**src/srt_pkg.sv**
```systemverilog
// Package for the signed radix-to-text unit: widths, character codes,
// register indexes, shared structs and the digit symbol lookup.
// No dependencies.
package srt_pkg;

    localparam int MAX_BASE   = 16;
    localparam int MAX_DIGITS = 32;
    localparam int LEN_W      = 5;   // base_length register width
    localparam int DIGIT_W    = 4;   // one digit value
    localparam int DADDR_W    = 5;   // digit store address
    localparam int COUNT_W    = 6;   // digit count, 0..32
    localparam int SYM_W      = 8;
    localparam int NUM_W      = 32;
    localparam int PADDR_W    = 5;
    localparam int PDATA_W    = 64;

    localparam logic [SYM_W-1:0] CHAR_PLUS  = 8'h2B;
    localparam logic [SYM_W-1:0] CHAR_MINUS = 8'h2D;

    // Register indexes, taken from paddr[4:3]
    localparam logic [1:0] REG_BASE_LENGTH  = 2'd0;
    localparam logic [1:0] REG_SYMBOLS_LOW  = 2'd1;
    localparam logic [1:0] REG_SYMBOLS_HIGH = 2'd2;

    typedef struct packed {
        logic [LEN_W-1:0] base_length;
        logic [63:0]      symbols_low;
        logic [63:0]      symbols_high;
    } cfg_t;

    // Controller to datapath
    typedef struct packed {
        logic load;        // capture number, clear counters
        logic check_step;  // advance base check index
        logic div_step;    // one 8-bit division step
        logic div_last;    // final step of a digit: store remainder
        logic emit_start;  // load emit counter from digit count
        logic rd_en;       // read digit store at emit counter - 1
        logic out_minus;   // load minus sign into output register
        logic out_sym;     // load digit symbol, decrement emit counter
    } cmd_t;

    // Datapath to controller
    typedef struct packed {
        logic len_ok;      // base length within 2..MAX_BASE
        logic check_bad;   // current symbol is a sign or repeats later
        logic check_end;   // current symbol is the last one in use
        logic quo_zero;    // quotient after this step is zero
        logic digits_full; // digit store about to be full
        logic negative;
        logic out_free;    // output register can take a character
        logic k_one;       // next character is the final one
    } status_t;

    // Symbol for digit value idx
    function automatic logic [SYM_W-1:0] symbol_at(cfg_t cfg, logic [DIGIT_W-1:0] idx);
        logic [2*64-1:0] all_syms;
        all_syms = {cfg.symbols_high, cfg.symbols_low};
        return all_syms[{idx, 3'b000} +: SYM_W];
    endfunction

endpackage

```
**src/srt_ram.sv**
```systemverilog
// Generic single-write, single-read RAM with registered read data.
// No dependencies.
module srt_ram #(
    parameter int WIDTH = 8,
    parameter int DEPTH = 32
) (
    input  logic                     clk,
    input  logic                     wr_en,
    input  logic [$clog2(DEPTH)-1:0] wr_addr,
    input  logic [WIDTH-1:0]         wr_data,
    input  logic                     rd_en,
    input  logic [$clog2(DEPTH)-1:0] rd_addr,
    output logic [WIDTH-1:0]         rd_data
);

    logic [WIDTH-1:0] mem_reg [DEPTH];
    logic [WIDTH-1:0] rd_data_reg;

    // write port and registered read port
    always_ff @(posedge clk)
    begin
        if (wr_en)
        begin
            mem_reg[wr_addr] <= wr_data;
        end
        if (rd_en)
        begin
            rd_data_reg <= mem_reg[rd_addr];
        end
    end

    assign rd_data = rd_data_reg;

endmodule

```
**src/srt_regs.sv**
```systemverilog
// APB-style configuration registers: base length and the sixteen symbols.
// Depends on srt_pkg.
module srt_regs (
    input  logic                          clk,
    input  logic                          rst_n,
    input  logic                          psel,
    input  logic                          penable,
    input  logic                          pwrite,
    input  logic [srt_pkg::PADDR_W-1:0]   paddr,
    input  logic [srt_pkg::PDATA_W-1:0]   pwdata,
    output logic [srt_pkg::PDATA_W-1:0]   prdata,
    output logic                          pready,
    output srt_pkg::cfg_t                 cfg
);

    logic [srt_pkg::LEN_W-1:0] base_length_reg;
    logic [63:0]               symbols_low_reg;
    logic [63:0]               symbols_high_reg;
    logic                      wr_xfer;
    logic [1:0]                reg_idx;

    assign pready  = 1'b1;
    assign wr_xfer = psel && penable && pwrite;
    assign reg_idx = paddr[4:3];

    // register writes; unknown indexes are ignored
    always_ff @(posedge clk or negedge rst_n)
    begin
        if (!rst_n)
        begin
            base_length_reg  <= '0;
            symbols_low_reg  <= '0;
            symbols_high_reg <= '0;
        end
        else if (wr_xfer)
        begin
            case (reg_idx)
                srt_pkg::REG_BASE_LENGTH:  base_length_reg  <= pwdata[srt_pkg::LEN_W-1:0];
                srt_pkg::REG_SYMBOLS_LOW:  symbols_low_reg  <= pwdata;
                srt_pkg::REG_SYMBOLS_HIGH: symbols_high_reg <= pwdata;
                default: ;
            endcase
        end
    end

    // read mux
    always_comb
    begin
        case (reg_idx)
            srt_pkg::REG_BASE_LENGTH:
                prdata = {{(srt_pkg::PDATA_W-srt_pkg::LEN_W){1'b0}}, base_length_reg};
            srt_pkg::REG_SYMBOLS_LOW:  prdata = symbols_low_reg;
            srt_pkg::REG_SYMBOLS_HIGH: prdata = symbols_high_reg;
            default:                   prdata = '0;
        endcase
    end

    assign cfg.base_length  = base_length_reg;
    assign cfg.symbols_low  = symbols_low_reg;
    assign cfg.symbols_high = symbols_high_reg;

endmodule

```
**src/srt_ctrl.sv**
```systemverilog
// Controller: sequences base check, digit division, and character emission.
// Depends on srt_pkg.
module srt_ctrl (
    input  logic              clk,
    input  logic              rst_n,
    input  logic              in_valid,
    output logic              in_stall,
    input  srt_pkg::status_t  status,
    output srt_pkg::cmd_t     cmd
);

    typedef enum logic [2:0] {
        ST_IDLE,
        ST_CHECK,
        ST_DIV,
        ST_SIGN,
        ST_READ,
        ST_SEND
    } state_t;

    state_t     state_reg, state_next;
    logic [1:0] step_reg, step_next;

    assign in_stall = (state_reg != ST_IDLE);

    // next state and commands
    always_comb
    begin
        state_next = state_reg;
        step_next  = step_reg;
        cmd        = '0;
        case (state_reg)
            ST_IDLE:
            begin
                if (in_valid)
                begin
                    cmd.load   = 1'b1;
                    state_next = ST_CHECK;
                end
            end
            ST_CHECK:
            begin
                if (!status.len_ok || status.check_bad)
                begin
                    state_next = ST_IDLE;
                end
                else if (status.check_end)
                begin
                    state_next = ST_DIV;
                    step_next  = 2'd0;
                end
                else
                begin
                    cmd.check_step = 1'b1;
                end
            end
            ST_DIV:
            begin
                cmd.div_step = 1'b1;
                cmd.div_last = (step_reg == 2'd3);
                step_next    = step_reg + 2'd1;
                if (cmd.div_last && (status.quo_zero || status.digits_full))
                begin
                    cmd.emit_start = 1'b1;
                    state_next     = status.negative ? ST_SIGN : ST_READ;
                end
            end
            ST_SIGN:
            begin
                if (status.out_free)
                begin
                    cmd.out_minus = 1'b1;
                    state_next    = ST_READ;
                end
            end
            ST_READ:
            begin
                cmd.rd_en  = 1'b1;
                state_next = ST_SEND;
            end
            ST_SEND:
            begin
                if (status.out_free)
                begin
                    cmd.out_sym = 1'b1;
                    state_next  = status.k_one ? ST_IDLE : ST_READ;
                end
            end
            default:
            begin
                state_next = ST_IDLE;
            end
        endcase
    end

    // state and step counter
    always_ff @(posedge clk or negedge rst_n)
    begin
        if (!rst_n)
        begin
            state_reg <= ST_IDLE;
            step_reg  <= 2'd0;
        end
        else
        begin
            state_reg <= state_next;
            step_reg  <= step_next;
        end
    end

    // only one datapath action at a time
    a_one_cmd: assert property (@(posedge clk) disable iff (!rst_n)
        $onehot0({cmd.load, cmd.check_step, cmd.div_step, cmd.rd_en,
                  cmd.out_minus, cmd.out_sym}))
        else $error("srt_ctrl: more than one datapath command");

    // characters only go into a free output register
    a_emit_free: assert property (@(posedge clk) disable iff (!rst_n)
        (cmd.out_minus || cmd.out_sym) |-> status.out_free)
        else $error("srt_ctrl: character loaded over a pending transfer");

    // a digit store read is always followed by its send
    a_read_send: assert property (@(posedge clk) disable iff (!rst_n)
        (state_reg == ST_READ) |=> (state_reg == ST_SEND))
        else $error("srt_ctrl: read not followed by send");

endmodule

```
**src/srt_dp.sv**
```systemverilog
// Datapath: sign/magnitude capture, base check, 8-bit-per-cycle divider,
// digit store and output register. Depends on srt_pkg and srt_ram.
module srt_dp (
    input  logic                                clk,
    input  logic                                rst_n,
    input  srt_pkg::cfg_t                       cfg,
    input  logic signed [srt_pkg::NUM_W-1:0]    number,
    input  srt_pkg::cmd_t                       cmd,
    output srt_pkg::status_t                    status,
    input  logic                                out_stall,
    output logic                                out_valid,
    output logic [srt_pkg::SYM_W-1:0]           character,
    output logic                                last
);

    logic                            neg_reg;
    logic [srt_pkg::NUM_W-1:0]       dvd_reg, dvd_next;
    logic [srt_pkg::DIGIT_W-1:0]     rem_reg, rem_next;
    logic [srt_pkg::COUNT_W-1:0]     n_reg;
    logic [srt_pkg::COUNT_W-1:0]     k_reg;
    logic [srt_pkg::COUNT_W-1:0]     k_minus;
    logic [srt_pkg::DIGIT_W-1:0]     idx_reg;
    logic                            out_valid_reg;
    logic [srt_pkg::SYM_W-1:0]       character_reg;
    logic                            last_reg;
    logic [srt_pkg::NUM_W-1:0]       mag;
    logic [srt_pkg::SYM_W-1:0]       sym_i;
    logic                            bad;
    logic [srt_pkg::DIGIT_W-1:0]     rd_digit;
    logic [srt_pkg::LEN_W-1:0]       len;

    assign len = cfg.base_length;

    // magnitude; the most negative value maps to 2^31 unsigned
    assign mag = number[srt_pkg::NUM_W-1] ? (32'd0 - $unsigned(number)) : $unsigned(number);

    // base check: symbol idx against sign codes and all later symbols in use
    always_comb
    begin
        sym_i = srt_pkg::symbol_at(cfg, idx_reg);
        bad   = (sym_i == srt_pkg::CHAR_PLUS) || (sym_i == srt_pkg::CHAR_MINUS);
        for (int j = 0; j < srt_pkg::MAX_BASE; j++)
        begin
            if ((5'(j) > {1'b0, idx_reg}) && (5'(j) < len) &&
                (srt_pkg::symbol_at(cfg, 4'(j)) == sym_i))
            begin
                bad = 1'b1;
            end
        end
    end

    // restoring division, eight quotient bits per cycle
    always_comb
    begin
        logic [srt_pkg::LEN_W-1:0]   t;
        logic [srt_pkg::DIGIT_W-1:0] r;
        logic [7:0]                  q;
        r = rem_reg;
        q = '0;
        for (int b = 7; b >= 0; b--)
        begin
            t = {r, dvd_reg[24 + b]};
            if (t >= len)
            begin
                t    = t - len;
                q[b] = 1'b1;
            end
            r = t[srt_pkg::DIGIT_W-1:0];
        end
        rem_next = r;
        dvd_next = {dvd_reg[23:0], q};
    end

    assign k_minus = k_reg - 6'd1;

    // status to controller
    assign status.len_ok      = (len >= 5'd2) && (len <= 5'(srt_pkg::MAX_BASE));
    assign status.check_bad   = bad;
    assign status.check_end   = ({1'b0, idx_reg} == (len - 5'd1));
    assign status.quo_zero    = (dvd_next == '0);
    assign status.digits_full = (n_reg == 6'(srt_pkg::MAX_DIGITS - 1));
    assign status.negative    = neg_reg;
    assign status.out_free    = !out_valid_reg || !out_stall;
    assign status.k_one       = (k_reg == 6'd1);

    // digit store, least significant digit first
    srt_ram #(
        .WIDTH (srt_pkg::DIGIT_W),
        .DEPTH (srt_pkg::MAX_DIGITS)
    ) u_digit_store (
        .clk     (clk),
        .wr_en   (cmd.div_step && cmd.div_last),
        .wr_addr (n_reg[srt_pkg::DADDR_W-1:0]),
        .wr_data (rem_next),
        .rd_en   (cmd.rd_en),
        .rd_addr (k_minus[srt_pkg::DADDR_W-1:0]),
        .rd_data (rd_digit)
    );

    // counters and output valid
    always_ff @(posedge clk or negedge rst_n)
    begin
        if (!rst_n)
        begin
            n_reg         <= '0;
            k_reg         <= '0;
            idx_reg       <= '0;
            out_valid_reg <= 1'b0;
        end
        else
        begin
            if (cmd.load)
            begin
                n_reg   <= '0;
                idx_reg <= '0;
            end
            else if (cmd.check_step)
            begin
                idx_reg <= idx_reg + 4'd1;
            end
            else if (cmd.div_step && cmd.div_last)
            begin
                n_reg <= n_reg + 6'd1;
            end

            if (cmd.emit_start)
            begin
                k_reg <= n_reg + 6'd1;
            end
            else if (cmd.out_sym)
            begin
                k_reg <= k_minus;
            end

            if (cmd.out_minus || cmd.out_sym)
            begin
                out_valid_reg <= 1'b1;
            end
            else if (!out_stall)
            begin
                out_valid_reg <= 1'b0;
            end
        end
    end

    // payload: dividend, remainder, sign, output character
    always_ff @(posedge clk)
    begin
        if (cmd.load)
        begin
            neg_reg <= number[srt_pkg::NUM_W-1];
            dvd_reg <= mag;
            rem_reg <= '0;
        end
        else if (cmd.div_step)
        begin
            dvd_reg <= dvd_next;
            rem_reg <= cmd.div_last ? '0 : rem_next;
        end

        if (cmd.out_minus)
        begin
            character_reg <= srt_pkg::CHAR_MINUS;
            last_reg      <= 1'b0;
        end
        else if (cmd.out_sym)
        begin
            character_reg <= srt_pkg::symbol_at(cfg, rd_digit);
            last_reg      <= (k_reg == 6'd1);
        end
    end

    assign out_valid = out_valid_reg;
    assign character = character_reg;
    assign last      = last_reg;

    // partial remainder stays below the radix
    a_rem_range: assert property (@(posedge clk) disable iff (!rst_n)
        cmd.div_step |-> ({1'b0, rem_reg} < len))
        else $error("srt_dp: partial remainder not below radix");

    // digit store write stays inside the store
    a_wr_addr: assert property (@(posedge clk) disable iff (!rst_n)
        (cmd.div_step && cmd.div_last) |-> (n_reg < 6'(srt_pkg::MAX_DIGITS)))
        else $error("srt_dp: digit store write past its end");

    // a digit is only sent while digits remain
    a_k_left: assert property (@(posedge clk) disable iff (!rst_n)
        (cmd.rd_en || cmd.out_sym) |-> (k_reg != '0))
        else $error("srt_dp: digit emitted with no digits left");

endmodule

```
**src/signed_radix_to_text_unit.sv**
```systemverilog
// Top level of the signed radix-to-text unit: register block, controller
// and datapath. Depends on srt_pkg, srt_regs, srt_ctrl, srt_dp.
// Per number: the base check steps through up to base_length symbols in use,
// the divider forms each digit at 8 quotient bits a cycle, then each
// character needs a registered digit store read before it is sent, with a
// minus sign sent first for a negative number.
// Reset clears the controller, counters, output valid and config registers.
module signed_radix_to_text_unit (
    input  logic                                clk,
    input  logic                                rst_n,
    input  logic                                psel,
    input  logic                                penable,
    input  logic                                pwrite,
    input  logic [srt_pkg::PADDR_W-1:0]         paddr,
    input  logic [srt_pkg::PDATA_W-1:0]         pwdata,
    output logic [srt_pkg::PDATA_W-1:0]         prdata,
    output logic                                pready,
    input  logic                                in_valid,
    output logic                                in_stall,
    input  logic signed [srt_pkg::NUM_W-1:0]    number,
    output logic                                out_valid,
    input  logic                                out_stall,
    output logic [srt_pkg::SYM_W-1:0]           character,
    output logic                                last
);

    srt_pkg::cfg_t    cfg;
    srt_pkg::cmd_t    cmd;
    srt_pkg::status_t status;

    srt_regs u_regs (
        .clk     (clk),
        .rst_n   (rst_n),
        .psel    (psel),
        .penable (penable),
        .pwrite  (pwrite),
        .paddr   (paddr),
        .pwdata  (pwdata),
        .prdata  (prdata),
        .pready  (pready),
        .cfg     (cfg)
    );

    srt_ctrl u_ctrl (
        .clk      (clk),
        .rst_n    (rst_n),
        .in_valid (in_valid),
        .in_stall (in_stall),
        .status   (status),
        .cmd      (cmd)
    );

    srt_dp u_dp (
        .clk       (clk),
        .rst_n     (rst_n),
        .cfg       (cfg),
        .number    (number),
        .cmd       (cmd),
        .status    (status),
        .out_stall (out_stall),
        .out_valid (out_valid),
        .character (character),
        .last      (last)
    );

endmodule
```
**config.mk**
```make
export PLATFORM = sky130hd
export DESIGN_NAME = signed_radix_to_text_unit
export DESIGN_NICKNAME = d
export VERILOG_FILES = /design/src/srt_pkg.sv /design/src/srt_ram.sv /design/src/srt_regs.sv /design/src/srt_ctrl.sv /design/src/srt_dp.sv /design/src/signed_radix_to_text_unit.sv
export SDC_FILE = /design/constraint.sdc
export NUM_CORES = 1
export LEC_CHECK = 0
export BUFFER_PORTS_ARGS = -buffer_cell sky130_fd_sc_hd__buf_2
export CAP_MARGIN = 20
export CORE_MARGIN = 2
export CORE_UTILIZATION = 45
export CTS_CLUSTER_DIAMETER = 30
export DETAILED_ROUTE_END_ITERATION = 8
export PLACE_DENSITY_LB_ADDON = 0.1
export SETUP_SLACK_MARGIN = 0.02
export SLEW_MARGIN = 5
export SYNTH_ARGS = -nofsm -noshare
export SYNTH_HDL_FRONTEND = slang
export SYNTH_HIERARCHICAL = 1
export SYNTH_SLANG_ARGS = --single-unit
```
**constraint.sdc**
```tcl
create_clock -name clk -period 24.9 [get_ports clk]
set_input_delay 3.735 -clock clk [delete_from_list [all_inputs] [get_ports clk]]
set_output_delay 3.735 -clock clk [all_outputs]
set_load 0.005 [all_outputs]
```
* Word-level counts from Yosys, hierarchy flattened
Memories as Yosys holds them, arrays and structs flattened. A register that Yosys moved wholly into a read port is not among the register bits.
Index checks and enable logic that the tools add are counted.
Widths: inputs -> output; s select.
** Cells by class
- Reductions and logical operators :: 58
- $add $sub $neg :: 14
- Muxes and demuxes :: 70
- Shifts and indexed selects :: 2
- Equal/unequal tests :: 37
- $lt $le $gt $ge :: 40
** Operators with widths (count)
- $shiftx 128x8->8 :: 2
- $pmux 64 s3 :: 1
- $eq 8x8->1 :: 15
- $mux 32 :: 3
- $mux 4 :: 11
- $ge 5x5->1 :: 8
- $lt 4x5->1 const A :: 8
- $mux 1 :: 37
- $logic_and 1x1->1 :: 35
- $gt 4x4->1 const A :: 8
- $logic_not 32->1 :: 1
- $sub 1x32->32 const A :: 1
- $sub 4x4->4 :: 8
- $mux 6 :: 5
- $mux 3 :: 9
- $lt 3x5->1 const A :: 4
- $pmux 3 s6 :: 1
- $eq 8x6->1 const B :: 2
- $gt 3x4->1 const A :: 4
- $lt 2x5->1 const A :: 2
- $ne 2x2->1 const B :: 5
- $reduce_bool 2->1 :: 5
- $gt 2x4->1 const A :: 2
- $reduce_and 2->1 :: 4
- other kinds (28) :: 40
** Storage, ports and cells
- Register bits :: 201
- Logic and storage cells :: 236
- Memory bits (writable) :: 128
- Output and inout bits :: 76
- Memories kept :: 1
** Memory list
- u_dp.u_digit_store.mem_reg :: words 32, width 4, read ports 1, clocked after Yosys merged registers in 1, write ports 1, RTL line srt_ram.sv:16 : logic [WIDTH-1:0] mem_reg [DEPTH];

* Depth between registers and ports, before layout
- Depth after elaboration :: 25
- Gate-level depth with buffers :: 72

* Modules after synthesis
Netlist, hierarchy kept.
** By module, submodules not included
- srt_dp :: sequential area each 1676.6 um^2, area an instance 9330.2 um^2, cells an instance 1017, times used 1
- srt_regs :: sequential area each 3328.2 um^2, area an instance 5952.0 um^2, cells an instance 378, times used 1
- srt_ram :: sequential area each 3963.8 um^2, area an instance 5178.7 um^2, cells an instance 231, times used 1
- srt_ctrl :: sequential area each 125.1 um^2, area an instance 397.9 um^2, cells an instance 50, times used 1

* Worst setup path after synthesis
OpenSTA, ideal clock, no wires.
- Path type :: reg-to-reg
- From :: register u_regs/base_length_reg[1] (netlist name)
- To :: memory u_dp/u_digit_store/mem_reg[0][0] (netlist name) (data pin)
- Arrival time :: 13259 ps
- Setup time :: 392 ps
- Stages on the path, launching flop included :: 64
- Slack :: 11248 ps
- Cells stage by stage :: dfrtp_1 clkbuf_1 inv_1 ha_1 nor2b_1 o21ai_0 a31oi_1 o21ai_0 nand2b_1 clkbuf_1 mux2_1 ha_1 o21ai_0 a31oi_1 o21ai_0 nand2b_1 clkbuf_1 mux2_2 [... 28 more ...] a31oi_1 o21ai_0 nor2b_1 mux2i_1 ha_1 nor2b_1 o21ai_0 a31oi_1 o21a_1 or2_2 clkbuf_1 mux2_2 ha_1 inv_1 o21bai_1 a21oi_1 o21ai_1 mux2i_1
** Between the ends
- Cells in the longest elaborated chain, start to end :: 16
- Elaborated cells on any way between the ends :: 23
** RTL lines
- start: declaration :: RTL line srt_regs.sv:16 : logic [srt_pkg::LEN_W-1:0] base_length_reg;
- start signal: assignment :: RTL line srt_regs.sv:38 : srt_pkg::REG_BASE_LENGTH: base_length_reg <= pwdata[srt_pkg::LEN_W-1:0];
- $sub 4x4->4 or $ge 5x5->1 (tied branches) :: RTL line srt_dp.sv:65, srt_dp.sv:63
- $mux 4 :: RTL line srt_dp.sv:63 : if (t >= len)
- $sub 4x4->4 or $ge 5x5->1 (tied branches) :: RTL line srt_dp.sv:65, srt_dp.sv:63
- $mux 4 :: RTL line srt_dp.sv:63
- $sub 4x4->4 or $ge 5x5->1 (tied branches) :: RTL line srt_dp.sv:65, srt_dp.sv:63
- $mux 4 :: RTL line srt_dp.sv:63
- $ge 5x5->1 or $sub 4x4->4 (tied branches) :: RTL line srt_dp.sv:63, srt_dp.sv:65
- $mux 4 :: RTL line srt_dp.sv:63
- $sub 4x4->4 or $ge 5x5->1 (tied branches) :: RTL line srt_dp.sv:65, srt_dp.sv:63
- $mux 4 :: RTL line srt_dp.sv:63
- $sub 4x4->4 or $ge 5x5->1 (tied branches) :: RTL line srt_dp.sv:65, srt_dp.sv:63
- $mux 4 :: RTL line srt_dp.sv:63
- $sub 4x4->4 or $ge 5x5->1 (tied branches) :: RTL line srt_dp.sv:65, srt_dp.sv:63
- $mux 4 :: RTL line srt_dp.sv:63
- $ge 5x5->1 * :: RTL line srt_dp.sv:63
- $mux 4 * :: RTL line srt_dp.sv:63
- via u_dp.rem_next, one bit :: RTL line srt_dp.sv:18 : logic [srt_pkg::DIGIT_W-1:0] rem_reg, rem_next;
- end: declaration :: RTL line srt_ram.sv:16
Mark *: on every way through the listed nets, which the timed path passes. The rest lies on a longest branch.

==> metrics.cfg <==
[status]
status=finished clean

[yosys]
ys_types=83
synthArstFlopShare_pct=46.55
synth_enable_flop_cells=165
ys.flop_type=edfxtp_1
synthesis.nets=1842
yosysWarnings=6
synth_area_leaders=edfxtp_1 24%, dfrtp_1 19%, mux4_2 12%
synth.top_cell.area_share_pct=23.75
yosysSeqAreaShare_pct=43.60
ys_ff_latch=333
syn_area_um2=20860
yosysTopAreaCell=edfxtp_1
syn_avg_cell_area_um2=12.45
syn_inst=1676

[clock_tree]
hold_buffers=0
clock_path_buffers=3
postCtsSetupBuffers=0
htree_num_levels=3
cts_inserted_buffers=76
worstSkewPairLatency_ns=0.60
cts_sinks=333
clkTransAtPathRegs_ns=0.04
cts.repair.resized=0
root_buffer=clkbuf_16
cts_tree=done

[job]
cap_violations=0

[die]
die_y_um=219.3
start_util_pct=45.77
ios=184
rows=78
die_x_um=219.3
core_region_area_um2=45580
die_area_um2=48090

[final_layout]
largest_reg_flops=128
utilization_pct=54.40
n_antenna_cell=0
fin_nets=2014
syn2layout_area_growth_pct=18.87
layout-drive-gt1-share_pct=32.79
design_area_um2=24800

[critical_path]
max_stage_delay_ns=0.74
crit_path_start_kind=flip-flop
critPathKind=flip-flop to flip-flop
crit_top_cell=o21ai_0
arrival_ns=16.02
critical_path.max_fanout=15
reg2reg_depth=62
crit_slowest_cell=a21oi_1
cp.required_ns=25.34
worst_setup_path_end_kind=flip-flop

[placement]
dp_slack_ns=9.234
dp_hpwl_um=42220
post_dp_cell_area_um2=22050
io_buffers=179
gp_congestion=0.8944

[worst_hold_path]
min_path_type=flip-flop to flip-flop
hold-path-cell-count=1

[global_routing]
grt_max_degree=85
grt-ovfl-total=0
use_met1_pct=31.60
track_usage_pct=25.24
grt_use_met3_pct=4.809
grt_pass1_wl_um=91050
gr-max-usage-layer=met2
antenna_found_initial=2
use_met2_pct=42.67
first_global_vias=15060

[timing]
worst_slack_ns=9.317
setup_tns_ns=0
slew-limit-headroom_pct=24.35
period_share_pct=62.58
max_freq_mhz=64.17
hold_viol=0
worst_pin_slew_ns=1.135
rsz0062_at_grt=no
slew_viol_final=0
skew_ns=0.02673
finalCriticalPeriod_ns=15.58
setup_viol=0

[drt]
wire_per_inst_um=23.65
detail-route-antenna-nets=0
firstDrtPassIters=5
routed_wl_um=59340
vias=14590
avgViaCountPerCell=5.816
drt_first_iter_violations=1049
drcViolationCount=0

[layer usage]
| metal | wire (um) | vias up |
|---|---|---|
| met5 | 8 | - |
| met1 | 24250 | 7361 |
| li1 | - | 6683 |
| met2 | 29730 | 434 |
| met4 | 2431 | 2 |
| met3 | 2920 | 112 |
[synth_stat cells (5+ instances only)]
cell,n
a2111oi_0,5
a211o_1,7
a21oi_1,65
a22o_1,59
a22oi_1,7
a31oi_1,12
and2_1,7
buf_1,23
buf_12,6
buf_2,19
buf_4,11
buf_6,9
clkbuf_1,39
dfrtp_1,155
dfxtp_1,13
edfxtp_1,165
fa_1,8
ha_1,50
inv_1,55
mux2_2,86
mux2_4,61
mux2i_1,33
mux4_2,113
nand2_1,79
nand2b_1,13
nand3_1,31
nand3b_1,8
nand4_1,22
nor2_1,107
nor2b_1,19
nor3_1,17
nor4_1,24
o211ai_1,7
o21a_1,8
o21ai_0,55
o31ai_1,8
or3_1,12
or4_1,6
xnor2_1,98
xor2_1,80
[per-stage QoR]
| step | cells | hold slack, ns |
|---|---|---|
| finish | 2509 | 0.4871 |
| CTS | 2505 | 0.4920 |
| global placement | 2366 | 0.4750 |
| floorplan | 1676 | 0.4554 |
| global route | 2509 | 0.5128 |
| detailed placement | 2366 | 0.4842 |
[placed cells by master (no fill, tap or decap), drive strengths merged, types with 32 or more instances in the layout]
cell type and count:
buf 203, edfxtp 165, dfrtp 155, mux2 149, mux4 114, nor2 107, xnor2 98, clkbuf 92
xor2 80, nand2 79, a21oi 65, inv 64, a22o 59, o21ai 58, ha 50, mux2i 34
nand3 32
[cell type report]
type                       count  area [um^2]
clock buffer                  92         2053
clock inverter                47        624.3
fill                        3916        20780
inverter                      59        221.5
multi-input combinational   1175        10930
sequential                   333         9096
tap                          600        750.7
timing repair buffer         203         1122
[path summary, 6_finish.rpt]
kind,to,startpoint,slack (ns)
worst max-delay path,u_dp/k_reg[2],u_regs/base_length_reg[2],9.32
max in group asynchronous,u_dp/idx_reg[0],rst_n,20.19
worst max register to register,u_dp/k_reg[2],u_regs/base_length_reg[2],9.32
worst min register to register,u_ctrl/step_reg[0],u_ctrl/step_reg[0],0.49
worst min-delay path,u_ctrl/step_reg[0],u_ctrl/step_reg[0],0.49
min in group asynchronous,u_regs/symbols_low_reg[40],rst_n,3.20
[critical path, delay by kind of cell (launching register included)]
family                     cells  cell delay, ns
buffers and inverters          4            0.74
adders and majority gates      8            2.61
and+or+nand+nor               15            3.68
muxes                          5            2.14
AOI/OAI and AO/OA             30            5.51
DFF                            1            0.70
[logic make-up after synthesis]
family                     count (synthesis)  share of synthesized area (%)
AOI/OAI and AO/OA                        268                          8.800
xor gates and xnor gates                 178                          7.474
adders and majority gates                 58                          3.767
buffers and inverters                    168                          4.187
DFF                                      333                          43.60
muxes                                    297                          23.12
other                                      1                        0.01798
and+or+nand+nor                          373                          9.040
Power is not shown: default switching activity piles up to over one toggle a cycle in this logic, so the estimate is an artifact.
